--- config.mk ---
export PLATFORM = sky130hd
export DESIGN_NAME = first_match_packet_rule_classifier_unit
export DESIGN_NICKNAME = d
export VERILOG_FILES = /design/src/design/fmpc_pkg.sv /design/src/design/fmpc_rule_mem.sv /design/src/design/fmpc_rule_match.sv /design/src/design/first_match_packet_rule_classifier_unit.sv
export SDC_FILE = /design/constraint.sdc
export NUM_CORES = 2
export LEC_CHECK = 0
export ABC_CLOCK_PERIOD_IN_PS = 7600
export BUFFER_PORTS_ARGS = -buffer_cell sky130_fd_sc_hd__buf_2
export CAP_MARGIN = 25
export CORE_ASPECT_RATIO = 1.2
export CORE_MARGIN = 2
export CORE_UTILIZATION = 55
export CTS_BUF_LIST = sky130_fd_sc_hd__clkbuf_8 sky130_fd_sc_hd__clkbuf_16
export DETAILED_ROUTE_END_ITERATION = 8
export HOLD_SLACK_MARGIN = 0.02
export PLACE_DENSITY = 0.77
export SETUP_SLACK_MARGIN = 0.1
export SLEW_MARGIN = 20
export SYNTH_ARGS = -nofsm -noshare
export SYNTH_HDL_FRONTEND = slang
export SYNTH_SLANG_ARGS = --single-unit
--- constraint.sdc ---
create_clock -name clk_i -period 7.6 [get_ports clk_i]
set_input_delay 0.38 -clock clk_i [delete_from_list [all_inputs] [get_ports clk_i]]
set_output_delay 0.38 -clock clk_i [all_outputs]
set_load 0.01 [all_outputs]
--- src/design/fmpc_pkg.sv ---
// Package: rule entry and packet types, field codes and stream widths.
`default_nettype none
package fmpc_pkg;

  localparam int unsigned InDataW  = 128;
  localparam int unsigned InUserW  = 3;
  localparam int unsigned OutDataW = 16;
  localparam int unsigned OutUserW = 1;
  localparam int unsigned CntW     = 5;

  localparam logic OpWrite    = 1'b0;
  localparam logic OpClassify = 1'b1;

  localparam logic [1:0] KindTcp   = 2'd0;
  localparam logic [1:0] KindIp    = 2'd1;
  localparam logic [1:0] KindUdp   = 2'd1;
  localparam logic [1:0] KindIcmp  = 2'd2;
  localparam logic [1:0] KindOther = 2'd3;

  localparam logic CfgTcpCount = 1'b0;
  localparam logic CfgIpCount  = 1'b1;

  localparam logic TblTcp = 1'b0;
  localparam logic TblIp  = 1'b1;

  localparam logic [5:0] PrefixFull = 6'd32;

  typedef struct packed {
    logic [31:0] saddr;
    logic [31:0] daddr;
    logic [5:0]  slen;
    logic [5:0]  dlen;
    logic [15:0] sport;
    logic [15:0] dport;
    logic [1:0]  any;
    logic [3:0]  alarm;
    logic [3:0]  proto;
  } rule_t;

  typedef struct packed {
    logic [31:0] saddr;
    logic [31:0] daddr;
    logic [15:0] sport;
    logic [15:0] dport;
    logic        use_ports;
  } pkt_t;

endpackage
`default_nettype wire

--- src/design/fmpc_rule_mem.sv ---
// Rule table memory: both tables, one write port, one registered read port.
`default_nettype none
module fmpc_rule_mem
  import fmpc_pkg::*;
#(
  parameter int unsigned AW = 5
) (
  input  wire logic          clk_i,
  input  wire logic          we_i,
  input  wire logic [AW-1:0] waddr_i,
  input  wire rule_t         wdata_i,
  input  wire logic          re_i,
  input  wire logic [AW-1:0] raddr_i,
  output rule_t              rdata_o
);

  rule_t mem [2**AW];
  rule_t rdata_q;

  always_ff @(posedge clk_i) begin
    if (we_i) begin
      mem[waddr_i] <= wdata_i;
    end
  end

  always_ff @(posedge clk_i) begin
    if (re_i) begin
      rdata_q <= mem[raddr_i];
    end
  end

  assign rdata_o = rdata_q;

endmodule
`default_nettype wire

--- src/design/fmpc_rule_match.sv ---
// Rule compare: CIDR prefixes on both addresses plus exact or wildcard ports, unless the packet has none.
`default_nettype none
module fmpc_rule_match
  import fmpc_pkg::*;
(
  input  wire rule_t rule_i,
  input  wire pkt_t  pkt_i,
  output logic       hit_o
);

  function automatic logic prefix_covers(logic [31:0] addr, logic [31:0] net,
                                         logic [5:0] len);
    logic [31:0] mask;
    mask = ~(32'hFFFF_FFFF >> len);
    if (len == 6'd0) begin
      return 1'b1;
    end else if (len > PrefixFull) begin
      return 1'b0;
    end
    return ((addr ^ net) & mask) == 32'd0;
  endfunction

  logic sport_ok;
  logic dport_ok;
  logic addr_ok;

  always_comb begin
    sport_ok = !pkt_i.use_ports || rule_i.any[0] || (rule_i.sport == pkt_i.sport);
    dport_ok = !pkt_i.use_ports || rule_i.any[1] || (rule_i.dport == pkt_i.dport);
    addr_ok  = prefix_covers(pkt_i.saddr, rule_i.saddr, rule_i.slen) &&
               prefix_covers(pkt_i.daddr, rule_i.daddr, rule_i.dlen);
    hit_o    = sport_ok && dport_ok && addr_ok;
  end

endmodule
`default_nettype wire

--- src/design/first_match_packet_rule_classifier_unit.sv ---
// A write, an unsearched kind or an empty table gives its word in the cycle after accept.
// A classify scans one rule per cycle from the table memory; the first hit or the end of
// the active rules ends the scan, and the result is registered, then moved to the output register.
// One item is in work at a time; the next is taken once the output register can hold it.
// Reset clears the counts, the controller and the output valid; rule memory is undefined.
`default_nettype none
module first_match_packet_rule_classifier_unit
  import fmpc_pkg::*;
#(
  parameter int unsigned RULES = 16
) (
  input  wire logic                clk_i,
  input  wire logic                rst_ni,
  input  wire logic                cfg_we_i,
  input  wire logic                cfg_idx_i,
  input  wire logic [CntW-1:0]     cfg_data_i,
  input  wire logic                s_axis_tvalid,
  output logic                     s_axis_tready,
  // rule_index, src_addr, src_prefix_len, dst_addr, dst_prefix_len,
  // src_port, dst_port, port_any, alarm_kind, proto_kind
  input  wire logic [InDataW-1:0]  s_axis_tdata,
  // op, kind
  input  wire logic [InUserW-1:0]  s_axis_tuser,
  output logic                     m_axis_tvalid,
  input  wire logic                m_axis_tready,
  // hit_index, hit_alarm, hit_proto
  output logic [OutDataW-1:0]      m_axis_tdata,
  // hit
  output logic [OutUserW-1:0]      m_axis_tuser
);

  localparam int unsigned IW = (RULES > 1) ? $clog2(RULES) : 1;
  localparam int unsigned CW = $clog2(RULES + 1);
  localparam int unsigned AW = IW + 1;

  typedef enum logic [1:0] {
    StIdle,
    StScan,
    StDone
  } state_e;

  logic        in_op;
  logic [1:0]  in_kind;
  logic [3:0]  in_idx;
  rule_t       in_rule;
  pkt_t        in_pkt;

  assign in_op   = s_axis_tuser[0];
  assign in_kind = s_axis_tuser[2:1];
  assign in_idx  = s_axis_tdata[3:0];

  always_comb begin
    in_rule.saddr = s_axis_tdata[35:4];
    in_rule.slen  = s_axis_tdata[41:36];
    in_rule.daddr = s_axis_tdata[73:42];
    in_rule.dlen  = s_axis_tdata[79:74];
    in_rule.sport = s_axis_tdata[95:80];
    in_rule.dport = s_axis_tdata[111:96];
    in_rule.any   = s_axis_tdata[113:112];
    in_rule.alarm = s_axis_tdata[117:114];
    in_rule.proto = s_axis_tdata[121:118];
    in_pkt.saddr     = in_rule.saddr;
    in_pkt.daddr     = in_rule.daddr;
    in_pkt.sport     = in_rule.sport;
    in_pkt.dport     = in_rule.dport;
    in_pkt.use_ports = (in_kind != KindIcmp);
  end

  state_e          state_q, state_d;
  logic [CntW-1:0] tcp_cnt_q, tcp_cnt_d;
  logic [CntW-1:0] ip_cnt_q, ip_cnt_d;
  pkt_t            pkt_q, pkt_d;
  logic            tbl_q, tbl_d;
  logic [CW-1:0]   n_q, n_d;
  logic [CW-1:0]   rd_cnt_q, rd_cnt_d;
  logic [CW-1:0]   cmp_idx_q, cmp_idx_d;
  logic            cmp_v_q, cmp_v_d;
  logic            res_hit_q, res_hit_d;
  logic [11:0]     res_data_q, res_data_d;
  logic            out_v_q, out_v_d;
  logic            out_hit_q, out_hit_d;
  logic [11:0]     out_data_q, out_data_d;

  logic            mem_we;
  logic [AW-1:0]   mem_waddr;
  logic            mem_re;
  logic [AW-1:0]   mem_raddr;
  rule_t           mem_rdata;
  logic            rule_hit;
  logic            accept;
  logic            out_free;
  logic [CntW-1:0] sel_cnt;
  logic            hit_now;
  logic            issue;

  fmpc_rule_mem #(
    .AW (AW)
  ) u_mem (
    .clk_i   (clk_i),
    .we_i    (mem_we),
    .waddr_i (mem_waddr),
    .wdata_i (in_rule),
    .re_i    (mem_re),
    .raddr_i (mem_raddr),
    .rdata_o (mem_rdata)
  );

  fmpc_rule_match u_match (
    .rule_i (mem_rdata),
    .pkt_i  (pkt_q),
    .hit_o  (rule_hit)
  );

  assign out_free      = !out_v_q || m_axis_tready;
  assign s_axis_tready = (state_q == StIdle) && out_free;
  assign accept        = s_axis_tvalid && s_axis_tready;
  assign sel_cnt       = (in_kind == KindTcp) ? tcp_cnt_q : ip_cnt_q;

  assign mem_we    = accept && (in_op == OpWrite) && (in_kind[1] == 1'b0) &&
                     (32'(in_idx) < RULES);
  assign mem_waddr = {in_kind[0], IW'(in_idx)};

  assign hit_now   = (state_q == StScan) && cmp_v_q && rule_hit;
  assign issue     = (state_q == StScan) && !hit_now && (rd_cnt_q < n_q);
  assign mem_re    = issue;
  assign mem_raddr = {tbl_q, rd_cnt_q[IW-1:0]};

  always_comb begin
    state_d    = state_q;
    tcp_cnt_d  = tcp_cnt_q;
    ip_cnt_d   = ip_cnt_q;
    pkt_d      = pkt_q;
    tbl_d      = tbl_q;
    n_d        = n_q;
    rd_cnt_d   = rd_cnt_q;
    cmp_idx_d  = cmp_idx_q;
    cmp_v_d    = 1'b0;
    res_hit_d  = res_hit_q;
    res_data_d = res_data_q;
    out_v_d    = out_v_q && !m_axis_tready;
    out_hit_d  = out_hit_q;
    out_data_d = out_data_q;

    if (cfg_we_i) begin
      case (cfg_idx_i)
        CfgTcpCount: tcp_cnt_d = cfg_data_i;
        CfgIpCount:  ip_cnt_d  = cfg_data_i;
        default: ;
      endcase
    end

    case (state_q)
      StIdle: begin
        if (accept) begin
          pkt_d    = in_pkt;
          tbl_d    = (in_kind == KindTcp) ? TblTcp : TblIp;
          n_d      = (32'(sel_cnt) > RULES) ? CW'(RULES) : CW'(sel_cnt);
          rd_cnt_d = '0;
          if ((in_op == OpClassify) && (in_kind != KindOther) && (sel_cnt != '0)) begin
            state_d = StScan;
          end else begin
            out_v_d    = 1'b1;
            out_hit_d  = 1'b0;
            out_data_d = '0;
          end
        end
      end
      StScan: begin
        if (hit_now) begin
          res_hit_d  = 1'b1;
          res_data_d = {mem_rdata.proto, mem_rdata.alarm, 4'(cmp_idx_q)};
          state_d    = StDone;
        end else if (issue) begin
          cmp_v_d   = 1'b1;
          cmp_idx_d = rd_cnt_q;
          rd_cnt_d  = rd_cnt_q + CW'(1);
        end else begin
          res_hit_d  = 1'b0;
          res_data_d = '0;
          state_d    = StDone;
        end
      end
      StDone: begin
        if (out_free) begin
          out_v_d    = 1'b1;
          out_hit_d  = res_hit_q;
          out_data_d = res_data_q;
          state_d    = StIdle;
        end
      end
      default: state_d = StIdle;
    endcase
  end

  always_ff @(posedge clk_i or negedge rst_ni) begin
    if (!rst_ni) begin
      state_q    <= StIdle;
      tcp_cnt_q  <= '0;
      ip_cnt_q   <= '0;
      pkt_q      <= '0;
      tbl_q      <= TblTcp;
      n_q        <= '0;
      rd_cnt_q   <= '0;
      cmp_idx_q  <= '0;
      cmp_v_q    <= 1'b0;
      res_hit_q  <= 1'b0;
      res_data_q <= '0;
      out_v_q    <= 1'b0;
      out_hit_q  <= 1'b0;
      out_data_q <= '0;
    end else begin
      state_q    <= state_d;
      tcp_cnt_q  <= tcp_cnt_d;
      ip_cnt_q   <= ip_cnt_d;
      pkt_q      <= pkt_d;
      tbl_q      <= tbl_d;
      n_q        <= n_d;
      rd_cnt_q   <= rd_cnt_d;
      cmp_idx_q  <= cmp_idx_d;
      cmp_v_q    <= cmp_v_d;
      res_hit_q  <= res_hit_d;
      res_data_q <= res_data_d;
      out_v_q    <= out_v_d;
      out_hit_q  <= out_hit_d;
      out_data_q <= out_data_d;
    end
  end

  assign m_axis_tvalid = out_v_q;
  assign m_axis_tuser  = out_hit_q;
  assign m_axis_tdata  = {4'd0, out_data_q};

endmodule
`default_nettype wire

==> run metrics <==
r2r setup slk=2.35 ns; delay-heaviest family, CP=simple AND/OR/NAND/NOR gates; CTS tree=yes; worst reg2reg path startpoint=pkt_q[30]; GRT Total Usage=between 20% and 30%; share of layout cells above drive strength 1=27.97%; Post-Place Worst Slack=between 2 and 3 ns; sequential fraction of the synthesis area=78.13%; type of the most critical hold path=input pin to async pin; Post-Syn Area=around 150000 um2; Routed Antenna Nets=0; critical path data arrival time=5.81 ns; slowest cell delay on critical path=0.85 ns; number of max-cap violations=0; die footprint=~290000 um2; DRC=0; VDD IR max=0.2428 mV; vias in the first global route=78.78k; WL per Instance=36.04 um; leak pwr=around 55 nW; register clock-pin slew on the reported worst setup and hold paths=0.07 ns; setup tns final=0 ns; WP buf/inv=1; grt ovf=0; Cell Rows=213; most frequent cells in the layout=3894 x edfxtp_1, 1180 x mux4_2, 694 x nand2_1; most common cell after layout, fill and taps aside=edfxtp_1; ys async rst share=3.757%; total number of vias=76.69k; WP data required=about 8 ns; cells after synthesis=around 6.7k; cell at the root of the clock tree=clkbuf_16; routed wire length=between 400000 and 500000 um; antenna violations before repair=38; H-Tree Depth=5; Clock Latency Late Sink=0.97 ns; R2R Path End=u_mem.rdata_o[27]; largest net degree at the start of global routing=167; crit path kind=register to register; Post-CTS Hold Fix Bufs=roughly 130; run status=completed; R2R depth=8; worst slew pin tran=about 1.1 ns; global-route wire length before repair=just under 600000 um; Worst Skew=0.08230 ns; Slew Limit Fails=0; final hold vios=0; fin crit share=69.08%; NumNets Final=~7.3k; final RePlAce weighted congestion=0.8653; Startpoint Class=register; crit path max fanout=93; slew margin rel.=25.02%; top post-synthesis cells by area=edfxtp_1 76%, mux4_2 17%, dfrtp_1 2.5%; CTS buffer count=385; Synth cell types=between 70 and 80; cell breakdown of the critical path=xor2_1 -> nor4_1 -> nand4_1 -> a222oi_1 -> nor4b_4 -> and3_1 -> nor2_4 -> buf_12; Yosys top cell by area=edfxtp_1; Post-synth EDFFs=3894; Final Setup Violations=0; die boundary width=487.9 um; Post-Syn Area per Cell=roughly 23 um2; Setup Fix Bufs, Post-CTS=0; clock buffer depth=4; critical path's slowest cell=nor4b_4; #FFs+latches synth=4046; Ys Warns=0; RSZ-0062 raised after global routing=false; Top FF cell, synth=edfxtp_1; Starting Density=between 50 and 60%; Initial DRC Count=around 12k; minimum clock period=5.250 ns; HPWL Detailed=180200 um; DR pass1 iterations=6; IO Port Bufs=150; layout filler cell count=~18k; post-route setup slack=2.350 ns; num ports=161; fmax=about 190 MHz; via-per-instance ratio=6.801; synth-to-layout area growth=12.97%; total core area=280100 um2; clk sinks=around 4.0k; post-CTS sizing=0; Power Density=313.2 nW/um2; Setup crit end kind=register; top cell type's share of synthesized area=75.67%; die height=584.7 um
## sequential cells by signal, indices dropped and copies added (netlist names), 2 cells and up
name and cells:
u_mem.mem 3776, cmp_idx_q 4, pkt_q 97, out_data_q 12, rd_cnt_q 5, ip_cnt_q 5
u_mem.rdata_o 118, res_data_q 12, tcp_cnt_q 5, n_q 5, state_q 2
## routing by layer
layer  track usage, %  up-vias  wire, um
met2            47.78     5920    205700
met5                0        -       179
met1            36.93    40450    137300
met3            5.779     1166     43810
li1                 -    29130         -
met4            12.08       28     19340
## power breakdown
part	switching [mW]	internal (mW)
sequential	0.531	25.1
clock	8.41	11.0
combinational	5.44	4.26
total	14.4	40.3
## Yosys cell counts, types with 7 or more instances
library cell  number
edfxtp_1        3894
mux4_2          1180
nand2_1          695
clkbuf_1         243
dfrtp_1          152
buf_1             96
xor2_1            60
nor2_1            51
xnor2_1           37
a21oi_1           29
nand4_1           25
o21ai_0           25
nand3_1           21
nor4_1            18
inv_1             16
a22o_1            14
mux2_2            14
a211oi_1          13
a22oi_1           10
nor3_1            10
o211ai_1           8
nand2b_1           7
o211ai_2           7
o22ai_1            7
## worst max-delay path by stage
| stage | from | endpoint | cells after the start |
|---|---|---|---|
| floorplan | m_axis_tvalid | u_mem.mem[12][0] | 6 |
| global placement | pkt_q[31] | u_mem.rdata_o[28] | 8 |
| detailed placement | pkt_q[31] | u_mem.rdata_o[35] | 8 |
| CTS | pkt_q[30] | u_mem.rdata_o[65] | 8 |
| global route | pkt_q[30] | u_mem.rdata_o[65] | 8 |
| finish | pkt_q[30] | u_mem.rdata_o[27] | 8 |
## cells by family (layout without fill, tap and decap cells)
family | count (synthesis) | count (layout) | share of synthesized area (%)
fa+ha+maj | 7 | 7 | 0.05344
buf+inv | 365 | 1131 | 0.9109
xor+xnor | 97 | 97 | 0.5498
compound gates | 150 | 150 | 0.6923
flops | 4046 | 4046 | 78.13
other cells | 1 | 14 | 0.002427
simple gates | 871 | 871 | 2.334
mux | 1198 | 1198 | 17.33
## metrics by stage
| step | area, um2 | instances | total power, mW | utilization [%] | hold slack [ns] |
|---|---|---|---|---|---|
| finish | 174600 | 11280 | 54.67 | 62.33 | 0.1210 |
| floorplan | 154500 | 6738 | 32.36 | - | 0.08441 |
| global route | 174600 | 11270 | 56.09 | 62.32 | 0.1676 |
| detailed placement | 160500 | 10430 | 35.41 | 57.29 | 0.4838 |
| global placement | 160400 | 10420 | 35.23 | 57.28 | 0.4671 |
| CTS | 174500 | 11260 | 54.80 | 62.30 | 0.09619 |
## cell type report
cell class	count	area (um2)	area share [%]
tap	3762	4707	2.696
sequential	4046	120800	69.17
inverter	16	67.56	0.03870
clock inverter	287	2539	1.454
multi-input combinational	2327	32660	18.71
clock buffer	418	10170	5.824
timing repair buffer	410	3647	2.089
antenna	10	25.02	0.01433
(Power assumes the default switching activity.)
